**src/rtl/kbs_pkg.sv**
```systemverilog
// Package for the key block sorter: sizes, key type, chain link type.
// No dependencies.
`default_nettype none
package kbs_pkg;
	localparam int CAPACITY = 64;
	localparam int KEY_BITS = 32;
	localparam int CNT_W    = $clog2(CAPACITY + 1);

	typedef logic signed [KEY_BITS-1:0] key_t;

	typedef struct packed {
		logic vld;
		key_t key;
	} link_t;
endpackage
`default_nettype wire

```
**src/rtl/kbs_cell.sv**
```systemverilog
// One cell of the insertion chain: keeps the smaller key, passes the larger on.
// In shift mode takes the key held by the next cell. Depends on kbs_pkg.
`default_nettype none
module kbs_cell (
	input  wire             clk,
	input  wire             arst_n,
	input  wire             shift,
	input  kbs_pkg::link_t  ins,
	input  kbs_pkg::link_t  nxt,
	output kbs_pkg::link_t  pass,
	output kbs_pkg::link_t  held
);
	kbs_pkg::key_t held_q;
	logic          hvld_q;
	kbs_pkg::key_t pass_q;
	logic          pvld_q;

	always_ff @(posedge clk or negedge arst_n) begin
		if (!arst_n) begin
			hvld_q <= 1'b0;
			pvld_q <= 1'b0;
		end else if (shift) begin
			hvld_q <= nxt.vld;
			pvld_q <= 1'b0;
		end else if (ins.vld) begin
			hvld_q <= 1'b1;
			pvld_q <= hvld_q;
		end else begin
			pvld_q <= 1'b0;
		end
	end

	always_ff @(posedge clk) begin
		if (shift) begin
			held_q <= nxt.key;
		end else if (ins.vld) begin
			if (!hvld_q) begin
				held_q <= ins.key;
			end else if (ins.key < held_q) begin
				held_q <= ins.key;
				pass_q <= held_q;
			end else begin
				pass_q <= ins.key;
			end
		end
	end

	assign pass = '{vld: pvld_q, key: pass_q};
	assign held = '{vld: hvld_q, key: held_q};
endmodule
`default_nettype wire

```
**config.mk**
```make
export PLATFORM = sky130hd
export DESIGN_NAME = kbs_cell
export DESIGN_NICKNAME = d
export VERILOG_FILES = /design/src/rtl/kbs_pkg.sv /design/src/rtl/kbs_cell.sv
export SDC_FILE = /design/constraint.sdc
export NUM_CORES = 1
export LEC_CHECK = 0
export BUFFER_PORTS_ARGS = -buffer_cell sky130_fd_sc_hd__buf_2
export CAP_MARGIN = 20
export CORE_AREA = 2 2 90 92
export DETAILED_ROUTE_END_ITERATION = 8
export DIE_AREA = 0 0 92 94
export GPL_ROUTABILITY_DRIVEN = 0
export GPL_TIMING_DRIVEN = 0
export PLACE_DENSITY = 0.75
export SLEW_MARGIN = 20
export SYNTH_ARGS = -nofsm -noshare
export SYNTH_HDL_FRONTEND = slang
export SYNTH_SLANG_ARGS = --single-unit
export TNS_END_PERCENT = 30
```
**constraint.sdc**
```tcl
create_clock -name clk -period 4.6 [get_ports clk]
set_input_delay 0.69 -clock clk [delete_from_list [all_inputs] [get_ports clk]]
set_output_delay 0.69 -clock clk [all_outputs]
set_load 0.1 [all_outputs]
```
==> results of run 1 <==
## worst register-to-register path: stages, from the launching register on
cell and delay (ps):
edfxtp_1 410, inv_1 70, ha_1 230, a21o_1 180, a221o_1 320, a221o_1 390
o2bb2ai_1 170, a211oi_4 390, buf_6 240, o22a_2 410, buf_16 220
## registers in the layout, indices dropped and copies added, names as in the netlist
register	count
held_q	32
pass_q	32
hvld_q	1
pvld_q	1
## worst max-delay path by stage
stage | startpoint | to | cells after the start
2_1_floorplan | held_q[25]$_DFFE_PP_ | held_q[0]$_DFFE_PP_ | 9
3_3_place_gp | ins[25] | held_q[16]$_DFFE_PP_ | 9
3_5_place_dp | ins[25] | held_q[19]$_DFFE_PP_ | 10
4_1_cts | ins[25] | held_q[15]$_DFFE_PP_ | 10
5_1_grt | ins[25] | held_q[15]$_DFFE_PP_ | 10
6_report | ins[25] | held_q[17]$_DFFE_PP_ | 10
## routing by layer
layer  routed length, µm  global-route usage
met1                3269              0.2150
met2                3838              0.3162
met3                 458             0.04093
met4                 102             0.08085
met5                   0                   0
## stage by stage
| stage | worst slack, ps | area, µm² | utilization |
|---|---|---|---|
| after floorplan | 482.0 | 3707 | - |
| after global placement | 128.5 | 4501 | 0.5916 |
| after detailed placement | 804.4 | 4564 | 0.6000 |
| after CTS | 1164 | 4773 | 0.6275 |
| after global routing | 1028 | 4773 | 0.6275 |
| final | 1190 | 4773 | 0.6275 |
## where the power goes
group | internal, mW | switching, mW | total (mW)
Combinational | 0.249 | 0.550 | 0.799
Sequential | 0.740 | 0.0289 | 0.769
Clock | 0.302 | 0.218 | 0.520
## cells in the final DEF (no fill, tap or decap), types with 2 or more instances in the layout
cell       Yosys  routed
buf_2          0     133
edfxtp_1      64      64
mux2_2        35      35
inv_1         32      32
ha_1          31      31
mux2_4        29      29
nand2_1       11      11
a21oi_1       11      11
nor2_1        10       9
clkbuf_8       0       9
o21ai_0        5       5
clkbuf_1       3       4
buf_6          3       3
a211oi_1       2       2
nand4_1        2       2
and4_2         2       2
a221o_1        2       2
nand3_1        2       2
buf_4          2       2
bufinv_16      0       2
clkinv_2       0       2
dfrtp_1        2       2
buf_16         0       2
## area by class of cell
cell class	count	area (µm²)	share of cell area
Buffer	9	63.81	0.01337
Timing Repair Buffer	135	720.7	0.1510
Tap cell	102	127.6	0.02674
Inverter	32	120.1	0.02516
Clock buffer	10	127.6	0.02674
Clock inverter	6	81.33	0.01704
Multi-Input combinational cell	153	1560	0.3269
Sequential cell	66	1972	0.4131
## cell families (layout without fill, tap and decap cells)
kind of cell,Yosys count,in the layout
and+or+nand+nor,30,30
adders and majority gates,31,31
muxes,64,64
AOI/OAI and AO/OA,28,28
buffers and inverters,41,192
DFF,66,66
## Yosys cell counts
cell type  count
edfxtp_1      64
mux2_2        35
inv_1         32
ha_1          31
mux2_4        29
a21oi_1       11
nand2_1       11
nor2_1        10
o21ai_0        5
buf_6          3
clkbuf_1       3
a211oi_1       2
a221o_1        2
and4_2         2
buf_4          2
dfrtp_1        2
nand3_1        2
nand4_1        2
a211oi_4       1
a21o_1         1
a221oi_1       1
a41oi_1        1
and2_4         1
buf_1          1
nand2b_1       1
nor2b_1        1
o21ai_1        1
o22a_1         1
o2bb2ai_1      1
o41ai_1        1
==> results.cfg, run 1 <==
[setup_path]
r2r_setup_slack_ps = 1250
reg2reg_from = held_q[25]$_DFFE_PP_
cp_cell_sequence = buf_2 -> ha_1 -> a21o_1 -> a221o_1 -> a221o_1 -> o2bb2ai_1 -> a211oi_4 -> buf_6 -> o22a_2 -> buf_16
timing.critical_path.slowest_cell_delay_ps = 410
crit_arrival_ps = 3440
critPathCaptureType = flip-flop
crit_required_ps = 4630
path_max_fanout = 20
crit_family = compound AO/OA/AOI/OAI gates
crit_buf_inv = 3
reg2reg_to = held_q[17]$_DFFE_PP_
criticalPathCategory = in -> reg
start_kind = primary input
reg2reg_depth = 10
slowest_stage = o22a_2
cp_common_cell = a221o_1

[cts]
clkTransAtPathRegs_ps = 70
postCtsSetupRepairBufs = 0
htree_levels = 3
cts_buffers = 9
hold_buffers = 0
cts_sinks = 66
clk_latency_ps = 330
cts-root-buf = clkbuf_8
max-clock-path-buffers = 2
post_cts_resized = 0
cts_tree = done

[timing]
holdWs_ps = 132.2
clock_skew_ps = 17.57
hold_viol_final = 0
fmax_mhz = 293.3
setup_viol = 0
slew_violations = 0
rsz0062_at_grt = false
tightest_slew_ps = 836.6
relSlewSlack = 0.4350
post-route-min-period_ps = 3410
post-route-period-util = 0.7413
tns_ps = 0

[power_and_ir_drop]
power_density_nw_per_um2 = 437.3
ir_drop_mv = 0.2077
cellLeakagePower_nw = 2.233
power.total_mw = 2.087

[routing]
vias = 2531
drt_iter0_drc = 44
wl_per_cell_um = 14.95
routed_wl_um = 7668
vias_per_cell = 4.934
route.detailed.drc = 0
ant_nets = 0
first_pass_iters = 4

[synthesis]
seq_area_frac_synth = 0.5319
synthAdderAreaFrac = 0.1046
synth_cell_types = 30
synth_compound_area_frac = 0.05164
postSynthCellCount = 260
synth.area.top_cells = edfxtp_1 (52%), mux2_4 (12%), mux2_2 (11%)
synth_top_family_by_area = multiplexers
synth_area_um2 = 3707
yosys.area.top_type_share = 0.5184
yosys_register_bits = 66
avgSynthCellArea_um2 = 14.26
synthMuxAreaShare = 0.2238
synth_nets = 360
yosys.area_share.xor_xnor = 0
synth-simple-area-share = 0.03847
synth_warnings = 0
yosysTopAreaCell = edfxtp_1

[placed_design]
dpl.hpwl_um = 5986
post-place-cells = 497
io_buffers = 133

[final_layout]
nNetsFinal = 506
n_fill_cell = 628
instances_no_fill = 513
drive_gt1_frac = 0.5450
diodes = 0
area_delta_synth_final_pct = 28.75

[die]
die_h_um = 94
placement_rows = 32
ios = 135
start_util = 0.4873
die_x_um = 92
core_um2 = 7607
fp.dieArea_um2 = 8648

[global_route]
grt_pass1_wl_um = 12100
track_usage = 0.1814
grt_pass1_vias = 2643
grt_max_degree = 21
antenna_found_initial = 0
overflow = 0

[run]
cap_violations = 0

[min_path]
hold_class = in -> async

[status]
status = completed
No activity file was read; power rests on OpenSTA's default activity.
==> inputs of run 2 (changes only) <==
CORE_AREA = 2 2 94 96   (was 2 2 90 92)
DIE_AREA = 0 0 96 98   (was 0 0 92 94)
PLACE_DENSITY = 0.73   (was 0.75)
clock period = 3 ns   (was 4.6 ns; I/O delays follow)
==> run 2 against run 1 <==
Total power increased by 57%. Via count rose by 2.2%. Worst hold slack improved by 200 ps. Clock-buffer cell count shrank 1. Wire length is 12% higher. Sequential cell count stayed put. Clock skew down 3.6 ps. First-iteration DRC count grew 86%. Worst setup slack got worse by 1100 ps. Register-to-register slack lost 1200 ps. Global-route usage grew 0.21 points. Sequential share of layout area down 0.60 points. Critical endpoint is now pass_q[9]$_DFFE_PP_.
==> results.cfg, run 2 (synthesis gave the netlist of run 1 again) <==
[final_layout]
largest_registers = held_q: 32 flops, pass_q: 32 flops
n_fill_cell = 750
diodes = 0
nNetsFinal = 510
instances_no_fill = 523
multiInputGateArea_um2 = 1617
drive_gt1_frac = 0.5566
final_cell_mix = buf_2 (133), edfxtp_1 (64), mux2_2 (35)
seqCellArea_um2 = 1972
area_delta_synth_final_pct = 30.64
final_common_cell = buf_2

[routing]
route.detailed.drc = 0
vias_per_cell = 4.945
wl_per_cell_um = 16.40
routed_wl_um = 8575
drt_iter0_drc = 82
first_pass_iters = 4
vias = 2586
ant_nets = 0

[power_and_ir_drop]
p_int_mw = 1.996
p_sw_mw = 1.277
power_density_nw_per_um2 = 675.9
switching_share = 0.3902
ir_drop_mv = 0.2936
cellLeakagePower_nw = 2.249
seqPwrFrac = 0.360
clkPwrFrac = 0.254
pwr-share-comb = 0.386

[status]
status = completed

[setup_path]
slowest_stage = edfxtp_1
critPathCaptureType = flip-flop
crit_arrival_ps = 3000
criticalPathCategory = reg -> reg
start_kind = flip-flop
reg2reg_to = pass_q[9]$_DFFE_PP_
crit_buf_inv = 3
reg2reg_from = held_q[27]$_DFFE_PP_
timing.critical_path.slowest_cell_delay_ps = 410
r2r_setup_slack_ps = 100
crit_required_ps = 3090
path_max_fanout = 10
cp_common_cell = a221o_1
cp_cell_sequence = inv_1 -> ha_1 -> and2_4 -> a221o_1 -> a221o_1 -> o2bb2ai_2 -> a211oi_4 -> buf_4 -> buf_6 -> mux2_4
cp-startpoint = held_q[27]$_DFFE_PP_
crit_family = compound AO/OA/AOI/OAI gates
reg2reg_depth = 10

[min_path]
hold_class = in -> reg
hp-start = nxt[32]
hold_end = hvld_q$_DFFE_PN0P_
hold_depth = 3

[global_route]
grt_pass1_vias = 2675
overflow = 0
track_usage = 0.1835
grt_max_degree = 21
grt_pass1_wl_um = 12980
antenna_found_initial = 0

[placed_design]
post-place-cells = 502
io_buffers = 133
dpl.hpwl_um = 6117

[timing]
fmax_mhz = 344.4
relSlewSlack = 0.4646
rsz0062_at_grt = true
tightest_slew_ps = 803.1
post-route-min-period_ps = 2904
clock_skew_ps = 13.95
holdWs_ps = 329.5
setup_viol = 0
hold_viol_final = 0
slew_violations = 0
post-route-period-util = 0.9678

[run]
cap_violations = 0

[cts]
clkTransAtPathRegs_ps = 80
cts-root-buf = clkbuf_8
htree_levels = 3
clk_latency_ps = 350
cts_buffers = 9
cts_tree = done
cts_sinks = 66
max-clock-path-buffers = 2

[die]
start_util = 0.4379
die_x_um = 96
ios = 135
core_um2 = 8466
placement_rows = 34
fp.dieArea_um2 = 9408
die_h_um = 98
## run 2: cell types whose count changed in the layout (fill, tap and decap cells not counted), sizes merged
cell         delta
o22a            +2
buf             +1
dlygate4sd3     +1
clkinvlp        +1
clkbuf          -1
## run 2: repair_timing
action | CTS | global route
setup endpoints to repair | 61 | 41
pin swaps | 1 | 0
hold buffers | 1 | 0
endpoints found under the hold margin | 2 | 0
setup buffers | 2 | 0
resized for setup | 2 | 1
gates cloned | 1 | 1
## run 2: worst max-delay path by stage
stage	to	slack (ps)	cells after the start
after global placement	pass_q[21]$_DFFE_PP_	-630	3
after detailed placement	held_q[19]$_DFFE_PP_	-410	9
after floorplan	held_q[0]$_DFFE_PP_	-490	9
after CTS	pass_q[9]$_DFFE_PP_	70	10
final	pass_q[9]$_DFFE_PP_	100	10
after global routing	pass_q[9]$_DFFE_PP_	-30	10
## run 2: routing by layer
| metal | part of all wire | routed length, µm | track usage | up-vias |
|---|---|---|---|---|
| met5 | 0 | 0 | 0 | - |
| met4 | 0.0093 | 80 | 0.05275 | 0 |
| met3 | 0.047 | 406 | 0.04630 | 7 |
| met2 | 0.50 | 4247 | 0.3045 | 88 |
| met1 | 0.45 | 3840 | 0.2356 | 1223 |
| li1 | - | - | - | 1268 |
## run 2: metrics by stage
stage,util,power (mW),setup WS [ps],cell area [µm²],setup TNS (ps)
2_1_floorplan,-,2.209,-485.4,3722,-26120
3_3_place_gp,0.5343,2.406,-634.3,4523,-38480
3_5_place_dp,0.5384,2.438,-411.5,4558,-19940
4_1_cts,0.5701,3.298,73.17,4826,0
5_1_grt,0.5721,3.403,-26.28,4843,-532.2
6_report,0.5721,3.274,96.50,4843,0
## run 2: layout make-up
cell class / instances / area share
flip-flops and latches: 66 / 0.4071
multi-input cells: 155 / 0.3338
repair buffers: 137 / 0.1483
well taps: 108 / 0.02790
clock buffers: 9 / 0.02557
inverters: 32 / 0.02480
clock inverters: 7 / 0.01937
plain buffers: 9 / 0.01317
## run 2: power groups by stage
stage / clock network, mW / registers [mW] / logic, mW
floorplan: 0 / 1.74 / 0.469
global placement: 0 / 1.20 / 1.21
detailed placement: 0 / 1.20 / 1.24
CTS: 0.854 / 1.18 / 1.26
global route: 0.881 / 1.19 / 1.33
finish: 0.832 / 1.18 / 1.26
## run 2: worst min-delay path: cells and delay by family
kind	cells	cell delay, ps
AO/OA/AOI/OAI	1	60
buffers and inverters	1	70
AND/OR/NAND/NOR	1	40
==> inputs of run 3 (changes only) <==
ABC_AREA = 1   (was unset)
CORE_AREA = 2 2 113 82   (was 2 2 94 96)
DIE_AREA = 0 0 115 84   (was 0 0 96 98)
PLACE_DENSITY = 0.72   (was 0.73)
==> run 3 against run 2 <==
Via count up 24%. Critical path type unchanged. Critical endpoint is now held_q[0]$_DFFE_PP_. Critical path depth is 4 higher. First-iteration DRC count grew 120%. Sequential power increased by 4%.
==> results.cfg, run 3 <==
[status]
status = completed

[cts]
max-clock-path-buffers = 2
clk_latency_ps = 330
htree_levels = 3
cts_buffers = 9
clkTransAtPathRegs_ps = 50
cts_sinks = 66
cts-root-buf = clkbuf_16
cts_tree = done
postCtsSetupRepairBufs = 0

[timing]
hold_viol_final = 0
setup_viol = 0
relSlewSlack = 0.4662
setup_slack_ps = 107.1
post-route-period-util = 0.9643
slew_violations = 0
fmax_mhz = 345.7
tightest_slew_ps = 799.0
post-route-min-period_ps = 2893
tns_ps = 0
rsz0062_at_grt = true
clock_skew_ps = 7.702
holdWs_ps = 390.2

[placed_design]
post-place-cells = 668
post-place-ws_ps = -77.08
place_area_um2 = 4623
io_buffers = 134
dpl.hpwl_um = 7180

[power_and_ir_drop]
clkPwrFrac = 0.255
seqPwrFrac = 0.343
pwr-share-comb = 0.402
cellLeakagePower_nw = 2.564
switching_share = 0.4326
ir_drop_mv = 0.3586
power_density_nw_per_um2 = 729.4
power.total_mw = 3.578
p_int_mw = 2.030
p_sw_mw = 1.548

[global_route]
overflow = 0
grt_max_degree = 33
track_usage = 0.2065
antenna_found_initial = 0
grt_pass1_vias = 3158
grt_pass1_wl_um = 15080

[synthesis]
yosysMostFrequentCell = nand2_1
synthArstFlopShare = 0.03030
yosysTopAreaCell = edfxtp_1
synth_nets = 525
postSynthCellCount = 425
synth_top_flop_cell = edfxtp_1
avgSynthCellArea_um2 = 8.873
yosys.area.top_type_share = 0.5096
synth.area.top_cells = edfxtp_1 (51%), nand2_1 (20%), ha_1 (10%)
synth_warnings = 0
synthTopCellsByCount = nand2_1 (196), edfxtp_1 (64), inv_1 (45), ha_1 (31), nand2_2 (24)
synth_area_um2 = 3771
seq_area_frac_synth = 0.5229
synth-edff-count = 64
yosys_register_bits = 66
synth_cell_types = 20

[final_layout]
nNetsFinal = 672
stdcell_area_um2 = 4905
largest_registers = held_q: 32 flops, pass_q: 32 flops
final_common_cell = nand2_1
diodes = 0
area_delta_synth_final_pct = 30.06
final_cell_mix = nand2_1 (195), buf_2 (134), edfxtp_1 (64)
drive_gt1_frac = 0.3333
utilization = 0.5632
instances_no_fill = 684

[routing]
route.detailed.drc = 0
vias = 3210
ant_nets = 0
vias_per_cell = 4.693
routed_wl_um = 9617
first_pass_iters = 5
drt_iter0_drc = 180
wl_per_cell_um = 14.06

[setup_path]
criticalPathCategory = reg -> reg
crit_arrival_ps = 2720
crit_required_ps = 2820
critPathCaptureType = flip-flop
start_kind = flip-flop
path_max_fanout = 32

[run]
cap_violations = 0

[die]
ios = 135
fp.dieArea_um2 = 9660
core_um2 = 8708
die_x_um = 115
start_util = 0.4330
placement_rows = 29
die_h_um = 84

[min_path]
hold_class = in -> reg
## run 3: cell count changes in the layout (fill, tap and decap cells not counted), moves of 3 or more
cell / before / now
nand2_1: 11 / 195
mux2_2: 35 / 0
mux2_4: 29 / 0
nand2_2: 0 / 24
inv_1: 32 / 44
clkbuf_16: 0 / 9
clkbuf_8: 9 / 0
clkbuf_1: 3 / 8
a21oi_2: 0 / 3
nand2_4: 0 / 3
nand3_1: 2 / 5
nor2_1: 9 / 12
o22a_4: 3 / 0
## run 3: final timing paths
path	from	slack, ps	to	depth (start not counted)
max	held_q[15]$_DFFE_PP_	110	held_q[0]$_DFFE_PP_	14
min	nxt[29]	390	held_q[29]$_DFFE_PP_	3
max reg2reg	held_q[15]$_DFFE_PP_	110	held_q[0]$_DFFE_PP_	14
min reg2reg	held_q[22]$_DFFE_PP_	550	pass_q[22]$_DFFE_PP_	2
max in group asynchronous	arst_n	2450	hvld_q$_DFFE_PN0P_	2
min in group asynchronous	arst_n	450	pvld_q$_DFF_PN0_	2
## run 3: timing repair
item | CTS | global route
endpoints found under the setup margin | 0 | 32
resized for setup | 0 | 5
hold buffers | 1 | 0
endpoints found under the hold margin | 2 | 0
## run 3: layout make-up
cell class | count | area [µm²]
Tap cell | 108 | 135.1
Inverter | 45 | 172.7
Sequential cell | 66 | 1972
Buffer | 15 | 112.6
Fill cell | 825 | 3804
Timing Repair Buffer | 136 | 708.2
Clock buffer | 10 | 229.0
Multi-Input combinational cell | 299 | 1553
Clock inverter | 5 | 22.52
## run 3: routing by layer
metal / global-route usage / part of all wire / routed length (µm) / vias up
li1: - / - / - / 1647
met1: 0.2640 / 0.46 / 4401 / 1460
met2: 0.3278 / 0.48 / 4601 / 99
met3: 0.05955 / 0.056 / 542 / 4
met4: 0.08543 / 0.0075 / 72 / 0
met5: 0 / 0 / 0 / -
## run 3: critical path: stages (launching register included)
cell and delay, ps:
edfxtp_1 420, inv_1 80, ha_1 230, nand2_1 80, inv_1 40, nand3_1 110, inv_1 70, a21oi_2 160
nand2_1 100, nand2_2 90, nand2_2 100, nand2_4 90, nand3_2 80, nand2_2 90, clkinvlp_4 640
## run 3: power groups by stage
stage / registers (mW) / clock network, mW / logic (mW)
2_1_floorplan: 1.90 / 0 / 0.484
3_3_place_gp: 1.24 / 0 / 1.40
3_5_place_dp: 1.24 / 0 / 1.43
4_1_cts: 1.23 / 0.936 / 1.44
5_1_grt: 1.24 / 0.971 / 1.54
6_report: 1.23 / 0.913 / 1.44
## run 3: cells by family (layout without fill, tap and decap cells)
| family | Yosys count | count (layout) | share of synthesized area |
|---|---|---|---|
| AO/OA/AOI/OAI | 22 | 22 | 0.03019 |
| adder cells (fa/ha/maj) | 31 | 31 | 0.1029 |
| buffers and inverters | 60 | 211 | 0.07465 |
| flip-flops | 66 | 66 | 0.5229 |
| AND/OR/NAND/NOR | 246 | 246 | 0.2694 |
